<file path="config.mk">
export PLATFORM = sky130hd
export DESIGN_NAME = total_zeros_vlc_decode
export DESIGN_NICKNAME = d
export VERILOG_FILES = /design/src/sv/tzvd_pkg.sv /design/src/sv/tzvd_decode.sv /design/src/sv/total_zeros_vlc_decode.sv
export SDC_FILE = /design/constraint.sdc
export NUM_CORES = 1
export LEC_CHECK = 0
export BUFFER_PORTS_ARGS = -buffer_cell sky130_fd_sc_hd__buf_2
export CAP_MARGIN = 5
export CORE_ASPECT_RATIO = 2
export CORE_MARGIN = 2
export CORE_UTILIZATION = 25
export CTS_CLUSTER_SIZE = 30
export DETAILED_ROUTE_END_ITERATION = 10
export PLACE_DENSITY = 0.4
export SETUP_SLACK_MARGIN = 0.5
export SLEW_MARGIN = 20
export SYNTH_ARGS = -nofsm -noshare
export SYNTH_HDL_FRONTEND = slang
export SYNTH_SLANG_ARGS = --single-unit
export TNS_END_PERCENT = 100
</file>
<file path="constraint.sdc">
create_clock -name clk -period 6.1 [get_ports clk]
set_clock_uncertainty 0.15 [all_clocks]
set_input_delay 0.305 -clock clk [delete_from_list [all_inputs] [get_ports clk]]
set_output_delay 0.305 -clock clk [all_outputs]
set_load 0.005 [all_outputs]
</file>
<file path="src/sv/tzvd_pkg.sv">
// ----------------------------------------------------------------------------
// tzvd_pkg
// Types, constants and code tables for the CAVLC total_zeros decoder.
// ----------------------------------------------------------------------------
package tzvd_pkg;

	localparam int unsigned TzRows    = 15;
	localparam int unsigned TzEntries = 16;
	localparam logic [3:0]  TzWinBits = 4'd9;

	typedef struct packed {
		logic [4:0] total_coeff;
		logic [8:0] bit_window;
	} tzvd_in_t;

	typedef struct packed {
		logic [3:0] total_zeros;
		logic [3:0] code_length;
		logic       code_error;
	} tzvd_out_t;

	// Codeword length per [total_coeff-1][total_zeros]; zero marks an unused entry.
	localparam logic [3:0] TZ_LEN [TzRows][TzEntries] = '{
		'{4'd1,4'd3,4'd3,4'd4,4'd4,4'd5,4'd5,4'd6,4'd6,4'd7,4'd7,4'd8,4'd8,4'd9,4'd9,4'd9},
		'{4'd3,4'd3,4'd3,4'd3,4'd3,4'd4,4'd4,4'd4,4'd4,4'd5,4'd5,4'd6,4'd6,4'd6,4'd6,4'd0},
		'{4'd4,4'd3,4'd3,4'd3,4'd4,4'd4,4'd3,4'd3,4'd4,4'd5,4'd5,4'd6,4'd5,4'd6,4'd0,4'd0},
		'{4'd5,4'd3,4'd4,4'd4,4'd3,4'd3,4'd3,4'd4,4'd3,4'd4,4'd5,4'd5,4'd5,4'd0,4'd0,4'd0},
		'{4'd4,4'd4,4'd4,4'd3,4'd3,4'd3,4'd3,4'd3,4'd4,4'd5,4'd4,4'd5,4'd0,4'd0,4'd0,4'd0},
		'{4'd6,4'd5,4'd3,4'd3,4'd3,4'd3,4'd3,4'd3,4'd4,4'd3,4'd6,4'd0,4'd0,4'd0,4'd0,4'd0},
		'{4'd6,4'd5,4'd3,4'd3,4'd3,4'd2,4'd3,4'd4,4'd3,4'd6,4'd0,4'd0,4'd0,4'd0,4'd0,4'd0},
		'{4'd6,4'd4,4'd5,4'd3,4'd2,4'd2,4'd3,4'd3,4'd6,4'd0,4'd0,4'd0,4'd0,4'd0,4'd0,4'd0},
		'{4'd6,4'd6,4'd4,4'd2,4'd2,4'd3,4'd2,4'd5,4'd0,4'd0,4'd0,4'd0,4'd0,4'd0,4'd0,4'd0},
		'{4'd5,4'd5,4'd3,4'd2,4'd2,4'd2,4'd4,4'd0,4'd0,4'd0,4'd0,4'd0,4'd0,4'd0,4'd0,4'd0},
		'{4'd4,4'd4,4'd3,4'd3,4'd1,4'd3,4'd0,4'd0,4'd0,4'd0,4'd0,4'd0,4'd0,4'd0,4'd0,4'd0},
		'{4'd4,4'd4,4'd2,4'd1,4'd3,4'd0,4'd0,4'd0,4'd0,4'd0,4'd0,4'd0,4'd0,4'd0,4'd0,4'd0},
		'{4'd3,4'd3,4'd1,4'd2,4'd0,4'd0,4'd0,4'd0,4'd0,4'd0,4'd0,4'd0,4'd0,4'd0,4'd0,4'd0},
		'{4'd2,4'd2,4'd1,4'd0,4'd0,4'd0,4'd0,4'd0,4'd0,4'd0,4'd0,4'd0,4'd0,4'd0,4'd0,4'd0},
		'{4'd1,4'd1,4'd0,4'd0,4'd0,4'd0,4'd0,4'd0,4'd0,4'd0,4'd0,4'd0,4'd0,4'd0,4'd0,4'd0}
	};

	// Right-aligned codeword value per [total_coeff-1][total_zeros].
	localparam logic [2:0] TZ_CODE [TzRows][TzEntries] = '{
		'{3'd1,3'd3,3'd2,3'd3,3'd2,3'd3,3'd2,3'd3,3'd2,3'd3,3'd2,3'd3,3'd2,3'd3,3'd2,3'd1},
		'{3'd7,3'd6,3'd5,3'd4,3'd3,3'd5,3'd4,3'd3,3'd2,3'd3,3'd2,3'd3,3'd2,3'd1,3'd0,3'd0},
		'{3'd5,3'd7,3'd6,3'd5,3'd4,3'd3,3'd4,3'd3,3'd2,3'd3,3'd2,3'd1,3'd1,3'd0,3'd0,3'd0},
		'{3'd3,3'd7,3'd5,3'd4,3'd6,3'd5,3'd4,3'd3,3'd3,3'd2,3'd2,3'd1,3'd0,3'd0,3'd0,3'd0},
		'{3'd5,3'd4,3'd3,3'd7,3'd6,3'd5,3'd4,3'd3,3'd2,3'd1,3'd1,3'd0,3'd0,3'd0,3'd0,3'd0},
		'{3'd1,3'd1,3'd7,3'd6,3'd5,3'd4,3'd3,3'd2,3'd1,3'd1,3'd0,3'd0,3'd0,3'd0,3'd0,3'd0},
		'{3'd1,3'd1,3'd5,3'd4,3'd3,3'd3,3'd2,3'd1,3'd1,3'd0,3'd0,3'd0,3'd0,3'd0,3'd0,3'd0},
		'{3'd1,3'd1,3'd1,3'd3,3'd3,3'd2,3'd2,3'd1,3'd0,3'd0,3'd0,3'd0,3'd0,3'd0,3'd0,3'd0},
		'{3'd1,3'd0,3'd1,3'd3,3'd2,3'd1,3'd1,3'd1,3'd0,3'd0,3'd0,3'd0,3'd0,3'd0,3'd0,3'd0},
		'{3'd1,3'd0,3'd1,3'd3,3'd2,3'd1,3'd1,3'd0,3'd0,3'd0,3'd0,3'd0,3'd0,3'd0,3'd0,3'd0},
		'{3'd0,3'd1,3'd1,3'd2,3'd1,3'd3,3'd0,3'd0,3'd0,3'd0,3'd0,3'd0,3'd0,3'd0,3'd0,3'd0},
		'{3'd0,3'd1,3'd1,3'd1,3'd1,3'd0,3'd0,3'd0,3'd0,3'd0,3'd0,3'd0,3'd0,3'd0,3'd0,3'd0},
		'{3'd0,3'd1,3'd1,3'd1,3'd0,3'd0,3'd0,3'd0,3'd0,3'd0,3'd0,3'd0,3'd0,3'd0,3'd0,3'd0},
		'{3'd0,3'd1,3'd1,3'd0,3'd0,3'd0,3'd0,3'd0,3'd0,3'd0,3'd0,3'd0,3'd0,3'd0,3'd0,3'd0},
		'{3'd0,3'd1,3'd0,3'd0,3'd0,3'd0,3'd0,3'd0,3'd0,3'd0,3'd0,3'd0,3'd0,3'd0,3'd0,3'd0}
	};

endpackage

</file>
<file path="src/sv/tzvd_decode.sv">
// ----------------------------------------------------------------------------
// tzvd_decode
// Table match of the peek window against the code table picked by the count.
// ----------------------------------------------------------------------------
module tzvd_decode (
	input  tzvd_pkg::tzvd_in_t  item,
	output tzvd_pkg::tzvd_out_t result
);
	import tzvd_pkg::*;

	logic                 in_range;
	logic [3:0]           row;
	logic [TzEntries-1:0] hit;
	logic [8:0]           prefix [TzEntries];
	logic [3:0]           len_row [TzEntries];
	logic [2:0]           code_row [TzEntries];

	assign in_range = (item.total_coeff[4] == 1'b0) && (item.total_coeff[3:0] != 4'd0);
	assign row      = in_range ? (item.total_coeff[3:0] - 4'd1) : 4'd0;

	// Every entry of the selected row is compared in parallel.
	always_comb begin
		for (int z = 0; z < TzEntries; z++) begin
			len_row[z]  = TZ_LEN[row][z];
			code_row[z] = TZ_CODE[row][z];
			prefix[z]   = item.bit_window >> (TzWinBits - len_row[z]);
			hit[z]      = (len_row[z] != 4'd0) && (prefix[z] == {6'd0, code_row[z]});
		end
	end

	// The lowest matching total_zeros wins.
	always_comb begin
		result.total_zeros = 4'd0;
		result.code_length = 4'd0;
		result.code_error  = 1'b1;
		for (int z = TzEntries - 1; z >= 0; z--) begin
			if (in_range && hit[z]) begin
				result.total_zeros = 4'(z);
				result.code_length = len_row[z];
				result.code_error  = 1'b0;
			end
		end
	end

endmodule

</file>
<file path="src/sv/total_zeros_vlc_decode.sv">
// ----------------------------------------------------------------------------
// total_zeros_vlc_decode
// CAVLC total_zeros decoder for 4x4 blocks: input register, table match,
// result register.
// ----------------------------------------------------------------------------
// An accepted input is captured in the input register; its decoded result
// is offered once it has been loaded into the result register.
// Throughput: one item per cycle while result_ready holds; the table match
// fits between the two registers, and an empty stage 1 loads in a stall.
// Reset (arst_n low) clears both stage valid flags; payload registers are
// not reset and no other state exists.
module total_zeros_vlc_decode (
	input  logic                clk,
	input  logic                arst_n,
	input  logic                item_valid,
	output logic                item_ready,
	input  tzvd_pkg::tzvd_in_t  item,
	output logic                result_valid,
	input  logic                result_ready,
	output tzvd_pkg::tzvd_out_t result
);
	import tzvd_pkg::*;

	// Stage 1 holds the captured input item, stage 2 the decoded result.
	logic      valid_s1;
	tzvd_in_t  item_s1;
	logic      valid_s2;
	tzvd_out_t result_s2;
	tzvd_out_t decoded;
	logic      adv_s1;
	logic      adv_s2;

	// Stage 2 may load whenever it is empty or its result is being taken
	// this cycle; stage 1 may load whenever it is empty or moves on. This lets
	// a new transfer come in every cycle while the output is drained.
	assign adv_s2     = !valid_s2 || result_ready;
	assign adv_s1     = !valid_s1 || adv_s2;
	assign item_ready = adv_s1;

	always_ff @(posedge clk or negedge arst_n) begin
		if (!arst_n) begin
			valid_s1 <= 1'b0;
		end else if (adv_s1) begin
			valid_s1 <= item_valid;
		end
	end

	always_ff @(posedge clk) begin
		if (adv_s1 && item_valid) begin
			item_s1 <= item;
		end
	end

	// The whole table match is combinational on the stage 1 register.
	tzvd_decode u_decode (
		.item   (item_s1),
		.result (decoded)
	);

	always_ff @(posedge clk or negedge arst_n) begin
		if (!arst_n) begin
			valid_s2 <= 1'b0;
		end else if (adv_s2) begin
			valid_s2 <= valid_s1;
		end
	end

	always_ff @(posedge clk) begin
		if (adv_s2 && valid_s1) begin
			result_s2 <= decoded;
		end
	end

	assign result_valid = valid_s2;
	assign result       = result_s2;

	// An error result always reports zero consumed bits and a zero count.
	a_err_clean: assert property (@(posedge clk) disable iff (!arst_n)
		(result_valid && result.code_error) |->
		(result.code_length == 4'd0) && (result.total_zeros == 4'd0))
		else $error("error result carries nonzero fields");

	// A good result always has a codeword length of one to nine bits.
	a_len_range: assert property (@(posedge clk) disable iff (!arst_n)
		(result_valid && !result.code_error) |->
		(result.code_length != 4'd0) && (result.code_length <= TzWinBits))
		else $error("good result with bad code length");

	// An accepted input transfer lands in stage 1.
	a_fill_s1: assert property (@(posedge clk) disable iff (!arst_n)
		(item_valid && item_ready) |=> valid_s1)
		else $error("accepted item lost before stage 1");

	// An out-of-range count moving to stage 2 becomes an error result.
	a_range_err: assert property (@(posedge clk) disable iff (!arst_n)
		(valid_s1 && adv_s2 && (item_s1.total_coeff[4] || (item_s1.total_coeff == 5'd0)))
		|=> (valid_s2 && result_s2.code_error))
		else $error("out-of-range count not flagged");

endmodule
</file>
==> metrics.yaml, run 1 <==
synth:
  ys.flop_type: "edfxtp_1"
  syn_avg_cell_area_um2: 7.00
  synthArstFlopShare: 0.0800
  ys_seq_area_frac: 0.0933
  synth_warnings: 0
  synthDistinctLibCells: 116
  syn_area_mm2: 0.00794
  ys_ff_latch: 25
  synth_edf_count: 23
  syn_nets: 1182
  netlist_instances: 1135
route:
  firstDrtPassIters: 7
  drt-initial-drc-count: 773
  ant_nets: 0
  drt-total-wl_um: 45200
  num_vias: 9753
  via_per_inst: 6.25
  wire_per_inst_um: 29.0
  drc_errors: 0
pwr:
  vdd_drop_max_v: 0.000120
  finalPower_mw: 1.91
  leakage_nw: 3.28
  power_density_mw_per_mm2: 214
  p_sw_frac: 0.544
  p_sw_mw: 1.04
  p_clk_frac: 0.088
  p_int_mw: 0.873
  power_frac_seq: 0.127
  pwr-share-comb: 0.785
floorplan:
  start_util: 0.253
  rows: 92
  die_x_um: 130
  fp.coreArea_mm2: 0.0314
  io_pins: 29
  die_area_mm2: 0.0333
  die_h_um: 256
sta:
  finalSetupViolCount: 0
  final_hold_viol_count: 0
  rsz0062_at_grt: "yes"
  tns_ns: 0
  slew_headroom: 0.269
  finalCritPeriodShare: 0.900
  slew_violations: 0
  worst_pin_slew_ns: 1.09
  fmax_mhz: 182
  period_minus_slack_ns: 5.49
place:
  place.gp.congestion: 0.977
  dp_hpwl_um: 33700
  io_buffers: 28
  dpl_cell_area_mm2: 0.00863
cells_and_area:
  final_common_cell: "nand2_1"
  ff_latch_area_um2: 741
  nets: 1185
  fin_area_mm2: 0.00894
  final_cell_mix: "nand2_1, a21oi_1, nor2_1"
  fillers: 3499
  drive_gt1_frac: 0.196
  multi_input_area_mm2: 0.00665
  area_growth_pct: 12.5
  n_antenna_cell: 0
hold_path:
  worstHoldStart: "item[0]"
  min_to: "item_s1[0]$_DFFE_PP_"
  hp-class: "input pin to register"
  whs_path_depth: 1
global_route:
  grt.overflow.total: 0
  grt_max_degree: 51
  antenna_found_initial: 1
  grt_usage: 0.266
  grt_pass1_vias: 9923
  grt_pass1_wl_um: 65100
critical_path:
  path_class: "register to register"
  cp-startpoint: "item_s1[11]$_DFFE_PP_"
  start_kind: "register"
  r2r-start: "item_s1[11]$_DFFE_PP_"
  reg2reg_slack_ns: 0.61
  cp.required_ns: 6.00
  rr_endpoint: "result[5]$_SDFFCE_PP0P_"
  r2r_cells: 19
  endpoint_kind: "register"
  worst_ep_arrival_time_ns: 5.39
  crit_fanout: 37
cts:
  ctsRootBufferMaster: "clkbuf_16"
  tritoncts: "done"
  path_clk_slew_ns: 0.08
  clockBufferDepth: 2
  cts.sinks: 25
  cts_max_level: 1
  clk_latency_ns: 0.29
  cts_made_buffers: 3
run:
  drv_cap: 0
run_status:
  status: "completed"
## final cells by class
class / count / share of cell area
clock buffer: 3 / 0.00840
inverter: 49 / 0.0224
clock inverter: 1 / 0.000840
tap: 423 / 0.0592
timing repair buffer: 105 / 0.0819
multi-input combinational: 954 / 0.744
sequential: 25 / 0.0829
## logic make-up after synthesis
| logic type | Yosys count | share of synthesized area |
|---|---|---|
| AO/OA/AOI/OAI | 446 | 0.392 |
| adder cells (fa/ha/maj) | 29 | 0.0457 |
| flip-flops | 25 | 0.0933 |
| AND/OR/NAND/NOR | 387 | 0.246 |
| multiplexers | 69 | 0.106 |
| XOR/XNOR | 23 | 0.0254 |
| buffers and inverters | 156 | 0.0916 |
## power by group through the flow
| stage | Clock (mW) | Sequential (mW) | Combinational, mW |
|---|---|---|---|
| detailed placement | 0 | 0.247 | 1.43 |
| global route | 0.178 | 0.246 | 1.60 |
| global placement | 0 | 0.247 | 1.43 |
| finish | 0.169 | 0.243 | 1.50 |
| CTS | 0.174 | 0.243 | 1.45 |
| floorplan | 0 | 0.239 | 0.991 |
## worst max-delay path by stage
stage / end / slack, ns / cells after the start
final: result[5]$_SDFFCE_PP0P_ / 0.61 / 19
after global routing: result[3]$_DFFE_PP_ / 0.45 / 18
after CTS: result[5]$_SDFFCE_PP0P_ / 0.49 / 16
after detailed placement: result[5]$_SDFFCE_PP0P_ / 0.13 / 16
after global placement: result[5]$_SDFFCE_PP0P_ / 0.29 / 17
after floorplan: result[2]$_DFFE_PP_ / 0.74 / 21
## synthesized netlist by cell type, drive strengths merged (13+ instances only)
library cell  number  area, um^2
nor3              51         265
ha                29         363
clkbuf            63         236
nor4              13        93.8
inv               48         193
nor2              93         368
edfxtp            23         691
xnor2             16         140
buf               44         294
o22ai             20         131
o211ai            22         175
o21ai             97         512
mux2i             49         490
a21oi             98         517
nand3             40         218
o31ai             14         115
a211oi            16         130
nand2            104         395
a31oi             40         269
## per-layer routing
layer / GRT usage / up-vias / part of all wire
met4: 0.239 / 2 / 0.11
met5: 0 / - / 0.00038
met3: 0.0301 / 202 / 0.050
met1: 0.261 / 4661 / 0.33
li1: - / 4380 / -
met2: 0.474 / 508 / 0.51
## critical path, stage by stage, from the launching register on
cell and delay, ns:
edfxtp_1 0.43, buf_4 0.25, nor3_1 0.26, mux2_4 0.46, inv_16 0.20, o21ai_2 0.16, or2_2 0.39, ha_1 0.37
a21oi_1 0.06, a311o_1 0.37, o22ai_1 0.19, nand3_1 0.11, o32ai_2 0.33, buf_4 0.17, or3b_4 0.41, nand2_1 0.08
a21boi_0 0.09, o21ai_0 0.28, a311oi_2 0.19, o221a_2 0.28
## flip-flops by register name (all words and copies together) (netlist names)
name	cells
item_s1	14
result	9
result_valid	1
valid_s1	1
## stage by stage
stage	setup WS, ns	instances	hold slack, ns	utilization
floorplan	0.743	1135	-0.141	-
global placement	0.286	1551	-0.0597	0.275
detailed placement	0.134	1551	-0.0569	0.275
CTS	0.488	1559	0.0340	0.280
global route	0.449	1560	0.0332	0.284
finish	0.613	1560	0.0356	0.284
## timing repair
action / 4_1_cts / 5_1_grt
hold endpoints to repair: 2 / 0
gates resized for setup: 12 / 29
pin swaps: 1 / 1
buffers inserted: 3 / 1
hold buffers: 1 / 0
setup endpoints to repair: 9 / 9
Power figures use the tool's default switching activity.
==> run 2, diff against run 1 <==
==> constraint.sdc (replaced) <==
create_clock -name clk -period 6.1 [get_ports clk]
set_clock_uncertainty 0.15 [all_clocks]
set_input_delay 0.915 -clock clk [delete_from_list [all_inputs] [get_ports clk]]
set_output_delay 0.915 -clock clk [all_outputs]
set_load 0.005 [all_outputs]
==> metrics.yaml, run 2 (same netlist as run 1, synthesis figures left out) <==
sta:
  rsz0062_at_grt: "yes"
  finalSetupViolCount: 0
  finalCritPeriodShare: 0.900
  slew_headroom: 0.257
  final_hold_viol_count: 0
  fmax_mhz: 182
  slew_violations: 0
  tns_ns: 0
  hold_ws_ns: 0.245
  period_minus_slack_ns: 5.49
  worst_pin_slew_ns: 1.11
global_route:
  grt.overflow.total: 0
  antenna_found_initial: 1
  grt_use_met1: 0.261
  grt_usage: 0.266
  grt_pass1_vias: 9923
  grt_use_met3: 0.0301
  grt.met2_usage: 0.474
  grt-busiest-layer: "met2"
  grt_pass1_wl_um: 65100
  grt_max_degree: 51
cells_and_area:
  final_common_cell: "nand2_1"
  top_regs: "item_s1 x14, result x9"
  regMostFlops: "item_s1"
  final_cell_mix: "nand2_1, a21oi_1, nor2_1"
  n_antenna_cell: 0
  area_growth_pct: 12.4
  nets: 1184
  drive_gt1_frac: 0.196
  largest_reg_flops: 14
floorplan:
  start_util: 0.253
  fp.coreArea_mm2: 0.0314
  die_h_um: 256
  die_x_um: 130
  io_pins: 29
  die_area_mm2: 0.0333
  rows: 92
run:
  drv_cap: 0
pwr:
  leakage_nw: 3.28
  finalPower_mw: 1.91
  power_density_mw_per_mm2: 214
  vdd_drop_max_v: 0.000120
place:
  io_buffers: 28
  place.gp.congestion: 0.977
  dp_hpwl_um: 33700
cts:
  ctsRootBufferMaster: "clkbuf_16"
  cts_made_buffers: 3
  tritoncts: "done"
  clockBufferDepth: 2
  cts_max_level: 1
  clk_latency_ns: 0.29
  postCtsHoldBufs: 0
  path_clk_slew_ns: 0.08
  cts.sinks: 25
critical_path:
  start_kind: "register"
  timing.critical_path.mode_cell: "buf_4"
  worst_ep_arrival_time_ns: 5.38
  path_class: "register to register"
  cp_num_buf_inv: 3
  crit_fanout: 37
  slowest_stage: "mux2_4"
  endpoint_kind: "register"
  slowest_delay_ns: 0.46
  worstPathCellList: "buf_4 > nor3_1 > mux2_4 > inv_16 > o21ai_2 > or2_2 > ha_1 > a21oi_1 > a311o_1 > o22ai_1 > nand3_1 > o32ai_2 > buf_4 > or3b_4 > nand2_1 > a21boi_0 > o21ai_0 > a311oi_2 > o221a_2"
  cp.required_ns: 6.00
  crit_family: "compound AO/OA/AOI/OAI gates"
route:
  ant_nets: 0
  firstDrtPassIters: 5
  num_vias: 9797
  drc_errors: 0
  drt-total-wl_um: 45100
  drt-initial-drc-count: 875
  wire_per_inst_um: 29.0
  via_per_inst: 6.28
hold_path:
  hp-class: "input pin to async pin"
run_status:
  status: "completed"
## run 2: report_power, final
| part | total, mW | switching (mW) | leakage, nW | internal, mW |
|---|---|---|---|---|
| Combinational | 1.50 | 0.944 | 3.00 | 0.558 |
| Clock | 0.167 | 0.0776 | 0.0371 | 0.0898 |
| Sequential | 0.243 | 0.0180 | 0.245 | 0.225 |
## run 2: timing repair
| action | 4_1_cts | 5_1_grt |
|---|---|---|
| buffers inserted | 3 | 1 |
| resized for setup | 12 | 29 |
| endpoints found under the setup margin | 9 | 9 |
| pin swaps | 1 | 1 |
## run 2: cell type report
| type | instances | area (um^2) |
|---|---|---|
| clock buffers | 3 | 75.1 |
| clock inverters | 1 | 7.51 |
| fillers | 3502 | 22500 |
| inverters | 49 | 200 |
| multi-input cells | 954 | 6650 |
| flip-flops and latches | 25 | 741 |
| well taps | 423 | 529 |
| repair buffers | 104 | 722 |
## run 2: per-layer routing
layer	up-vias	wire length, um
li1	4374	-
met1	4715	14800
met2	502	23000
met3	204	2380
met4	2	4890
met5	-	17
## run 2: worst reg2reg max path: cells and delay by family (launching register included)
kind	cells	cell delay (ns)
compound gates	9	1.94
fa+ha+maj	1	0.37
buf+inv	3	0.63
flops	1	0.43
mux	1	0.46
simple gates	5	1.28
## run 2: per-stage QoR
| step | instances | util | area (um^2) | setup slack (ns) |
|---|---|---|---|---|
| after floorplan | 1135 | - | 7940 | 0.743 |
| after global placement | 1551 | 0.275 | 8630 | 0.286 |
| after detailed placement | 1551 | 0.275 | 8630 | 0.134 |
| after CTS | 1558 | 0.280 | 8790 | 0.488 |
| after global routing | 1559 | 0.284 | 8930 | 0.449 |
| final | 1559 | 0.284 | 8930 | 0.612 |
## run 2: worst paths after layout
path | start | depth (start not counted) | slack, ns | endpoint
setup reg to reg | item_s1[11]$_DFFE_PP_ | 19 | 0.61 | result[5]$_SDFFCE_PP0P_
hold reg to reg | valid_s1$_DFFE_PN0N_ | 1 | 0.35 | result_valid$_DFFE_PN0P_
max in group asynchronous | arst_n | 1 | 5.46 | valid_s1$_DFFE_PN0N_
hold / removal | arst_n | 1 | 0.25 | result_valid$_DFFE_PN0P_
min in group clk | valid_s1$_DFFE_PN0N_ | 1 | 0.35 | result_valid$_DFFE_PN0P_
setup / recovery | item_s1[11]$_DFFE_PP_ | 19 | 0.61 | result[5]$_SDFFCE_PP0P_
